[config.mk]
export PLATFORM = sky130hd
export DESIGN_NAME = prs_ctrl
export DESIGN_NICKNAME = d
export VERILOG_FILES = /design/src/design/prs_pkg.sv /design/src/design/prs_ctrl.sv
export SDC_FILE = /design/constraint.sdc
export NUM_CORES = 1
export LEC_CHECK = 0
export BUFFER_PORTS_ARGS = -buffer_cell sky130_fd_sc_hd__buf_2
export CORE_MARGIN = 4
export CORE_UTILIZATION = 55
export CTS_CLUSTER_DIAMETER = 100
export DETAILED_ROUTE_END_ITERATION = 8
export GPL_ROUTABILITY_DRIVEN = 0
export PLACE_DENSITY = 0.79
export SLEW_MARGIN = 15
export SYNTH_ARGS = -nofsm -noshare
export SYNTH_HDL_FRONTEND = slang
export SYNTH_SLANG_ARGS = --single-unit
[constraint.sdc]
create_clock -name clk -period 3.1 [get_ports clk]
set_input_delay 0.465 -clock clk [delete_from_list [all_inputs] [get_ports clk]]
set_output_delay 0.465 -clock clk [all_outputs]
set_load 0.01 [all_outputs]
[src/design/prs_pkg.sv]
// shared types and constants for the packed record store
package prs_pkg;

  // command codes carried by the opcode field
  typedef enum logic [1:0] {
    OP_APPEND  = 2'd0,
    OP_INSERT  = 2'd1,
    OP_REPLACE = 2'd2,
    OP_DELETE  = 2'd3
  } op_t;

  // result status codes
  typedef enum logic [2:0] {
    ST_OK        = 3'd0,
    ST_BAD_INDEX = 3'd1,
    ST_EMPTY     = 3'd2,
    ST_NO_SPACE  = 3'd3,
    ST_TOO_LONG  = 3'd4
  } status_t;

  localparam logic [9:0] BASE_RESET = 10'd8;
  localparam logic [7:0] COUNT_MAX  = 8'd255;

  // register index of record_base on the configuration port
  localparam logic REG_RECORD_BASE = 1'b0;

  // one input transaction
  typedef struct packed {
    logic [1:0] opcode;
    logic [7:0] word_index;
    logic [7:0] char_byte;
    logic       char_valid;
    logic       last_char;
  } item_t;

  // one result transaction
  typedef struct packed {
    logic [2:0]  status;
    logic [7:0]  record_count;
    logic [10:0] bytes_used;
  } result_t;

  // micro-operations issued by the controller to the datapath
  typedef enum logic [4:0] {
    CMD_NONE,
    CMD_CLEAR,
    CMD_WALK_INIT,
    CMD_WALK_RD,
    CMD_WALK_ADD,
    CMD_DECIDE,
    CMD_UP_RD,
    CMD_UP_WR,
    CMD_DN_RD,
    CMD_DN_WR,
    CMD_ZERO_INIT,
    CMD_ZERO_WR,
    CMD_PUT_LEN,
    CMD_PUT_RD,
    CMD_PUT_WR,
    CMD_BASE_WR,
    CMD_DONE
  } dp_cmd_t;

  // datapath status seen by the controller
  typedef struct packed {
    logic clear_done;
    logic walk_done;
    logic up_done;
    logic dn_done;
    logic zero_done;
    logic put_done;
    logic need_up;
    logic need_dn;
    logic fail;
    op_t  op;
  } dp_stat_t;

endpackage

[src/design/prs_ctrl.sv]
// command sequencer of the record store
module prs_ctrl (
  input  logic               clk,
  input  logic               rst,
  input  logic               start,
  input  logic               last_char,
  input  prs_pkg::dp_stat_t  stat,
  output prs_pkg::dp_cmd_t   cmd,
  output logic               busy,
  output logic               done
);

  typedef enum logic [16:0] {
    S_CLEAR  = 17'h00001,
    S_IDLE   = 17'h00002,
    S_WINIT  = 17'h00004,
    S_WRD    = 17'h00008,
    S_WADD   = 17'h00010,
    S_DECIDE = 17'h00020,
    S_UPRD   = 17'h00040,
    S_UPWR   = 17'h00080,
    S_DNRD   = 17'h00100,
    S_DNWR   = 17'h00200,
    S_ZINIT  = 17'h00400,
    S_ZWR    = 17'h00800,
    S_PUTLEN = 17'h01000,
    S_PUTRD  = 17'h02000,
    S_PUTWR  = 17'h04000,
    S_BASE   = 17'h08000,
    S_DONE   = 17'h10000
  } state_t;

  state_t state, state_next;
  logic   final_walk, final_walk_next;

  assign busy = (state != S_IDLE);
  assign done = (state == S_DONE);

  // next state and micro-operation
  always_comb begin
    state_next      = state;
    final_walk_next = final_walk;
    cmd             = prs_pkg::CMD_NONE;
    case (state)
      S_CLEAR: begin
        cmd = prs_pkg::CMD_CLEAR;
        if (stat.clear_done) state_next = S_IDLE;
      end
      S_IDLE: begin
        if (start && last_char) begin
          state_next      = S_WINIT;
          final_walk_next = 1'b0;
        end
      end
      S_WINIT: begin
        cmd        = prs_pkg::CMD_WALK_INIT;
        state_next = S_WRD;
      end
      S_WRD: begin
        cmd = prs_pkg::CMD_WALK_RD;
        if (!stat.walk_done) state_next = S_WADD;
        else if (final_walk) state_next = S_DONE;
        else state_next = S_DECIDE;
      end
      S_WADD: begin
        cmd        = prs_pkg::CMD_WALK_ADD;
        state_next = S_WRD;
      end
      S_DECIDE: begin
        cmd = prs_pkg::CMD_DECIDE;
        if (stat.fail) begin
          state_next      = S_WINIT;
          final_walk_next = 1'b1;
        end else begin
          case (stat.op)
            prs_pkg::OP_DELETE: state_next = S_DNRD;
            prs_pkg::OP_INSERT: state_next = S_UPRD;
            prs_pkg::OP_REPLACE: begin
              if (stat.need_up) state_next = S_UPRD;
              else if (stat.need_dn) state_next = S_DNRD;
              else state_next = S_PUTLEN;
            end
            default: state_next = S_PUTLEN;
          endcase
        end
      end
      S_UPRD: begin
        cmd        = prs_pkg::CMD_UP_RD;
        state_next = stat.up_done ? S_PUTLEN : S_UPWR;
      end
      S_UPWR: begin
        cmd        = prs_pkg::CMD_UP_WR;
        state_next = S_UPRD;
      end
      S_DNRD: begin
        cmd        = prs_pkg::CMD_DN_RD;
        state_next = stat.dn_done ? S_ZINIT : S_DNWR;
      end
      S_DNWR: begin
        cmd        = prs_pkg::CMD_DN_WR;
        state_next = S_DNRD;
      end
      S_ZINIT: begin
        cmd        = prs_pkg::CMD_ZERO_INIT;
        state_next = S_ZWR;
      end
      S_ZWR: begin
        cmd = prs_pkg::CMD_ZERO_WR;
        if (stat.zero_done) begin
          state_next = (stat.op == prs_pkg::OP_DELETE) ? S_BASE : S_PUTLEN;
        end
      end
      S_PUTLEN: begin
        cmd        = prs_pkg::CMD_PUT_LEN;
        state_next = S_PUTRD;
      end
      S_PUTRD: begin
        cmd        = prs_pkg::CMD_PUT_RD;
        state_next = stat.put_done ? S_BASE : S_PUTWR;
      end
      S_PUTWR: begin
        cmd        = prs_pkg::CMD_PUT_WR;
        state_next = S_PUTRD;
      end
      S_BASE: begin
        cmd             = prs_pkg::CMD_BASE_WR;
        state_next      = S_WINIT;
        final_walk_next = 1'b1;
      end
      S_DONE: begin
        cmd        = prs_pkg::CMD_DONE;
        state_next = S_IDLE;
      end
      default: begin
        state_next = S_IDLE;
      end
    endcase
  end

  // state registers
  always_ff @(posedge clk) begin
    if (rst) begin
      state      <= S_CLEAR;
      final_walk <= 1'b0;
    end else begin
      state      <= state_next;
      final_walk <= final_walk_next;
    end
  end

  // a command transaction always leaves the idle state
  a_cmd_starts: assert property (@(posedge clk) disable iff (rst)
    start && !busy && last_char |=> busy)
    else $error("command accepted but block not busy");

  // a result is followed by the idle state
  a_done_idle: assert property (@(posedge clk) disable iff (rst)
    done |=> !busy)
    else $error("block still busy after result");

  // a result only comes from a final walk
  a_done_final: assert property (@(posedge clk) disable iff (rst)
    done |-> final_walk && $past(busy))
    else $error("result without final walk");

endmodule

==> results.txt, run 1 <==
The count of input and output buffers is 21. The register clock-pin slew on the reported worst setup and hold paths came out at 0.10 ns. The number of hold buffers added after cts came out at 0. The number of pins with negative max-slew slack in the final report came out at 0. The worst-path cell with the longest stage delay is or4_4. By area, the combinational part of the netlist is dominated by simple AND/OR/NAND/NOR gates.

The worst setup path is of the flip-flop to output port kind. Global routing consumed, over all layers together, 21.1% of the routing resources. The DRC violation count after routing came out at 0. The share of the clock period used by the worst path came out at 96.1%. The synthesized netlist devotes 17.1% of its cell area to compound gates. The net count reported at finish is 195. In this run the critical register-to-register path is launched from state[8].

Counting along the longest clock path gives a buffer depth of 2. The clock insertion delay at the later pin of the skew report is 0.29 ns. The number of antenna violations at the first check in global routing is 0. The worst hold path startpoint is stat[5]. The worst slack on hold paths came out at 0.339 ns. The adder and majority cell fraction of the synthesized area is 0%. Measured against the total synthesized area, the mux share comes to 0.810%. The synthesized-area fraction occupied by and/or/nand/nor cells is 42.5%.

The cell occurring most often along the worst timing path is or4_4. The number of search-and-repair iterations in the first detailed-routing pass came out at 4. Synthesis inferred 18 register bits.

The cell count after synthesis came out at 159. The layout has 193 filler cells. The area share of xor/xnor cells in the synthesized design came out at 4.96%.

The number of DRC markers in iteration 0 is 83. The maximum cell stage delay along the critical path is 0.60 ns. The standby leakage power is 0.542 nW.

The startpoint type of the worst setup path is a flip-flop. The post-detailed-placement cell area came out at 1360 µm². The run finished with clean final reports. The fmax is 0.336 GHz.

Yosys printed 0 warnings. The buffer type at the clock tree root is clkbuf_4. The library cells used most frequently in the layout, excluding fill and tap cells, are buf_2 (21), nor2_1 (20), dfxtp_1 (18). The synthesized area divided by synthesized cell count is 7.77 µm². The number of buffers created by CTS is 3.

After routing the design area is 1400 µm². The synthesis-to-layout area growth came out at 13.2%. The detail-routed via count per cell came out at 6.22. The signal on the critical path passes through or4_4 > or4_4 > nor4_4 > a311oi_1 > nand2_1 > buf_2. In the final routed layout, each cell accounts on average for 15.6 µm. STA classifies the critical path endpoint as an output port. The total routed wirelength is 3210 µm. The total negative slack for setup checks came out at 0 ns. Global routing finished with a remaining overflow of 0.

The horizontal die dimension came out at 55.4 µm. The peak ir drop on the vdd network came out at 0.267 mV. The via count is 1281. The number of flops mapped to enable cells by yosys came out at 0.

TritonCTS built the clock tree. The synthesized net count came out at 174. For this run, the leading register cell type out of synthesis is dfxtp_1. Setup repair after global routing left no endpoint under its margin.

The floorplan core area is 2040 µm². The count of standard-cell rows is 16. The starting utilization of the core area came out at 60.5%. The number of different library cells in the post-synthesis netlist came out at 41. The final HPWL from detailed placement came out at 2500 µm.

The maximum fanout along the worst path is 10. The sequential-to-total area share from yosys stat came out at 29.1%. The maximum number of pins on one net before global-route repair is 14. The clock period minus worst slack is 2.98 ns. The first global-routing pass estimated 5260 µm of wire. The floorplan die area is 3070 µm². The vertical extent of the die came out at 55.4 µm. Across the run, the number of max-cap violations was 0. The classification of the worst-slack hold path is primary input to flip-flop. The detail route stage leaves a number of antenna-violating nets equal to 0.

The number of endpoints with negative hold slack in the final report came out at 0. The most critical setup path has its startpoint at state[12]. The synthesized cell area came out at 1240 µm². Setup violations remaining at the end of the flow were counted as 0.

The final setup skew came out at 0.00121 ns. The library cell used most frequently in the layout, excluding fill and tap cells, is buf_2. The antenna diode instance count came out at 0. The power per unit of standard cell area came out at 322 nW/µm². Cells with a size suffix above 1 make up 20.7% of the layout. The critical path required time is 2.63 ns. The total power is 450 µW. The CTS sink count is 18. The deepest level of the CTS H-tree came out at 1.

Data on the critical path arrives at its endpoint at 2.52 ns. Measured against its own limit, the worst slew margin works out to 55.8%. The number of ports placed on the die boundary came out at 22. At the pin with the least slew margin, the transition time is 0.646 ns.

The share of flip-flops with an asynchronous set or reset came out at 0%. The via count of the first global-routing pass is 1184.
## synthesized netlist by cell type, types with 2 or more instances
cell type,count,area (µm²)
clkbuf_1,4,15.0
dfxtp_1,18,360
nand3_1,6,30.0
a21oi_1,5,25.0
a221o_1,2,20.0
or3_1,2,12.5
xor2_1,3,26.3
nor4_2,2,25.0
or4_4,3,33.8
a311oi_1,2,17.5
nor2b_1,3,18.8
inv_1,7,26.3
and3_1,4,25.0
a31oi_1,2,12.5
nor3_1,9,45.0
nor3b_1,3,22.5
nor4b_1,4,35.0
nand2_1,9,33.8
o21ai_0,12,60.1
xnor2_1,4,35.0
nor4_1,7,43.8
nand2b_1,6,37.5
nand4b_1,3,26.3
nor2_1,20,75.1
buf_2,3,15.0
## metrics by stage
| stage | instances | worst slack [ns] | util (%) |
|---|---|---|---|
| after floorplan | 159 | 0.695 | - |
| after global placement | 202 | 0.504 | 66.4 |
| after detailed placement | 202 | 0.494 | 66.4 |
| after CTS | 206 | 0.146 | 68.2 |
| after global routing | 206 | 0.0152 | 68.5 |
| final | 206 | 0.120 | 68.5 |
## path summary, 6_finish.rpt
path	endpoint	slack, ns	cells after the start
hold reg to reg	state[5]	0.45	1
setup reg to reg	state[6]	0.66	7
setup / recovery	cmd[0]	0.12	6
hold / removal	state[14]	0.34	2
## worst max-delay path, delay by kind of cell, from the launching register on
kind / cells / cell delay (ns)
buffers and inverters: 1 / 0.13
flip-flops: 1 / 0.42
AND/OR/NAND/NOR: 4 / 1.60
AO/OA/AOI/OAI: 1 / 0.08
## routing by layer
layer  global-route usage (%)  part of all wire, %  vias up
met5                        0                    0        -
met2                     34.6                   48       54
met3                     5.83                  7.7        4
li1                         -                    -      636
met4                     7.29                  1.3        0
met1                     26.3                   43      587
## power breakdown
group	switching [mW]	total [mW]	internal, mW	leakage, nW
registers	0.00420	0.238	0.234	0.146
clock network	0.0721	0.144	0.0716	0.0210
logic	0.0382	0.0680	0.0297	0.375
total	0.115	0.450	0.335	0.542
## state kept, by name, indices dropped and copies added (netlist names)
| name | cells |
|---|---|
| state | 17 |
| final_walk | 1 |
## area by class of cell
cell class / instances / area, µm² / share of cell area, %
Clock buffer: 4 / 36.3 / 2.59
Multi-Input combinational cell: 126 / 815 / 58.2
Sequential cell: 18 / 360 / 25.8
Tap cell: 27 / 33.8 / 2.42
Inverter: 7 / 26.3 / 1.88
Timing Repair Buffer: 24 / 128 / 9.12
## cells by family after synthesis
family / Yosys count
and+or+nand+nor: 87
DFF: 18
buffers and inverters: 15
AOI/OAI and AO/OA: 31
xor gates and xnor gates: 7
muxes: 1
## what timing repair did
item | in CTS | in global routing
buffers inserted | 0 | 0
gates resized for setup | 0 | 1
endpoints found under the setup margin | 0 | 1
No activity file was read; power rests on OpenSTA's default activity.
==> run 2: changes to the inputs <==
--- a/config.mk
+++ b/config.mk
@@ -8,6 +8,7 @@
 export BUFFER_PORTS_ARGS = -buffer_cell sky130_fd_sc_hd__buf_2
 export CORE_MARGIN = 4
 export CORE_UTILIZATION = 55
+export CTS_BUF_LIST = sky130_fd_sc_hd__clkbuf_16
 export CTS_CLUSTER_DIAMETER = 100
 export DETAILED_ROUTE_END_ITERATION = 8
 export GPL_ROUTABILITY_DRIVEN = 0
==> run 2 against run 1 <==
  * Flip-flop and latch count unchanged
  * Fmax up 2.6%
  * Total power up 27%
  * Sequential share of layout area down 0.65 points
  * Via count up 2.2%
  * Register-to-register slack better by 0.03 ns
  * Count of clock-buffer cells in the layout down 1
  * Worst setup slack better by 0.075 ns
  * Final area up 2.6%
  * Critical path depth unchanged
  * Critical endpoint unchanged
  * Largest power group is now clock
==> results.txt, run 2 (synthesis results as in run 1) <==
The CTS sink count is 18 (unchanged). The vertical extent of the die came out at 55.4 µm (unchanged). The depth of the most critical reg-to-reg path is 6 (was 7). The standby leakage power came out at 0.558 nW (was 0.542 nW).

The headroom to the max-slew limit is 54.8% (was 55.8%). The count of standard-cell rows is 16 (unchanged). The post-detailed-placement cell area came out at 1360 µm² (unchanged). The buffer and inverter count on the worst path is 1 (unchanged). Sequence of cells on the critical path: or4_4 > or4_4 > nor4_4 > a311oi_1 > nand2_1 > buf_2 (unchanged). The synthesis-to-layout area growth came out at 16.1% (was 13.2%).

The transition time at the pin with the least slew margin came out at 0.661 ns (was 0.646 ns). The register-to-register setup slack is 0.69 ns (was 0.66 ns). The maximum fanout along the worst path is 10 (unchanged). The floorplan die area came to 3070 µm² (unchanged). The DRC violation count after routing was 0 (unchanged). The commonest non-fill, non-tap cell in the layout was buf_2 (unchanged).

The wire length of the first global-routing pass is 5210 µm (was 5260 µm). Leading registers by flop count: state x17, final_walk x1 (unchanged). The clock insertion delay at the later pin of the skew report is 0.25 ns (was 0.29 ns). The arrival time of data at the critical path endpoint is 2.44 ns (was 2.52 ns). The setup violation total in the final timing report came out at 0 (unchanged). The share of post-route cells with drive strength above 1 is 19.6% (was 20.7%). The deepest level of the CTS H-tree is 1 (unchanged). The number of hold buffers added after cts came out at 0 (unchanged). The final HPWL from detailed placement came to 2500 µm (unchanged). The number of pins with negative max-slew slack in the final report came out at 0 (unchanged).

The dominant delay contributor by cell family on the critical path was simple AND/OR/NAND/NOR gates (unchanged). The floorplan core area is 2040 µm² (unchanged). The end-of-flow core utilization is 70.3% (was 68.5%).

The buffer type at the clock tree root was clkbuf_16 (was clkbuf_4). The startpoint type of the worst setup path is a flip-flop (unchanged). The classification of the worst-slack hold path was primary input to flip-flop (unchanged). The uppermost signal routing layer after detailed routing is met4 (unchanged). The TritonCTS clock tree is done (unchanged). The total routed wirelength was 3210 µm (about the same).

Highest-count cells in the layout ignoring fill and taps: buf_2 (21), nor2_1 (20), dfxtp_1 (18) (unchanged). The post-placement setup slack came out at 0.494 ns (unchanged). The number of DRC markers in iteration 0 is 51 (was 83). The critical path required time is 2.63 ns (about the same).

The register clock-pin slew on the reported worst setup and hold paths is 0.06 ns (was 0.10 ns). The routed wire length on met2 is 1550 µm (was 1540 µm). The peak ir drop on the vdd network came out at 0.439 mV (was 0.267 mV). The final global-route overflow total was 0 (unchanged).

The max-capacitance violation count came out at 0 (unchanged). The met1 wire length is 1380 µm (about the same). The detailed route wirelength on metal3 is 230 µm (was 247 µm). The share of the clock period used by the worst path is 93.7% (was 96.1%).

The via count is 1309 (was 1281). The register with the highest flop count was state (unchanged). The worst-path cell with the longest stage delay was or4_4 (unchanged). The clock period minus worst slack came out at 2.91 ns (was 2.98 ns). The post-route antenna net violation count came out at 0 (unchanged). The type of the setup path with the least slack is flip-flop to output port (unchanged).

The number of search-and-repair iterations in the first detailed-routing pass came to 4 (unchanged). The buffer depth of the longest clock path is 2 (unchanged). The number of endpoints with negative hold slack in the final report is 0 (unchanged).

The power per unit of standard cell area is 398 nW/µm² (was 322 nW/µm²). The post-CTS setup buffer count came to 0 (unchanged). The endpoint of the worst register-to-register path is state[2] (was state[6]).

The setup slack of the critical path after layout came out at 0.195 ns (was 0.120 ns). The via count of the first global-routing pass came out at 1168 (was 1184). The final setup skew was 0.00343 ns (was 0.00121 ns). The count of input and output buffers is 21 (unchanged). The horizontal die dimension came to 55.4 µm (unchanged).

The post-cts repair resize count is 0 (unchanged). The post-detailed-route wirelength per cell is 15.6 µm (about the same). The maximum number of pins on one net before global-route repair came to 14 (unchanged). The antenna diode instance count came to 0 (unchanged).

The maximum cell stage delay along the critical path is 0.59 ns (was 0.60 ns). The cell occurring most often along the worst timing path is or4_4 (unchanged). The number of antenna violations at the first check in global routing came out at 0 (unchanged).

Setup repair after global routing missed its margin: no (unchanged). Run status: finished clean (unchanged). The number of flip-flops in the largest register came out at 17 (unchanged).

The overall global routing resource usage is 20.6% (was 21.1%). The worst setup path startpoint is state[12] (unchanged). The number of ports placed on the die boundary was 22 (unchanged).

The detail-routed via count per cell is 6.35 (was 6.22). The end of the critical path is cmd[0] (unchanged). The net count reported at finish is 195 (unchanged).

The number of cells on the critical path is 6 (unchanged). The starting utilization of the core area is 60.5% (unchanged). The capturing element type of the critical path is an output port (unchanged). The summed area of non-filler cells in the final layout came to 1440 µm² (was 1400 µm²). The number of buffers created by CTS is 3 (unchanged). The fmax is 0.344 GHz (was 0.336 GHz). The total negative slack for setup checks is 0 ns (unchanged). The source of the worst register-to-register timing path was state[13] (was state[8]).
## run 2: changes by cell type in the layout (fill, tap and decap cells not counted), sizes merged
cell / delta
clkbuf: -1
clkinv: +1
## run 2: layout make-up
cell class,count,area [µm²]
repair buffers,24,128
flip-flops and latches,18,360
inverters,7,26.3
well taps,27,33.8
fillers,187,607
clock buffers,3,75.1
clock inverters,1,3.75
multi-input cells,126,808
## run 2: worst min path at each step
stage / from / to / slack [ns] / depth (start not counted)
after floorplan: final_walk / state[5] / 0.41 / 1
after global placement: final_walk / state[5] / 0.43 / 1
after detailed placement: final_walk / state[5] / 0.45 / 1
after CTS: stat[5] / state[14] / 0.39 / 2
after global routing: stat[7] / state[9] / 0.40 / 2
final: stat[5] / state[14] / 0.39 / 2
## run 2: metrics by stage
step,instances,power [mW],hold slack (ns)
finish,206,0.571,0.388
global route,206,0.587,0.398
CTS,206,0.568,0.389
detailed placement,202,0.310,0.448
global placement,202,0.309,0.433
floorplan,159,0.286,0.413
## run 2: power by group
group | leakage [nW] | switching [mW] | internal, mW
clock | 0.0385 | 0.0931 | 0.172
sequential | 0.146 | 0.00403 | 0.234
combinational | 0.374 | 0.0381 | 0.0297
## run 2: worst reg2reg max path: cells and delay by family (launching register included)
family           cells  cell delay, ns
AO/OA/AOI/OAI        2            0.85
flip-flops           1            0.41
AND/OR/NAND/NOR      4            1.09
## run 2: routing by layer
layer / vias up / track usage [%]
met3: 8 / 5.36
met1: 611 / 26.6
met2: 52 / 34.1
met5: - / 0
li1: 638 / -
met4: 0 / 5.21
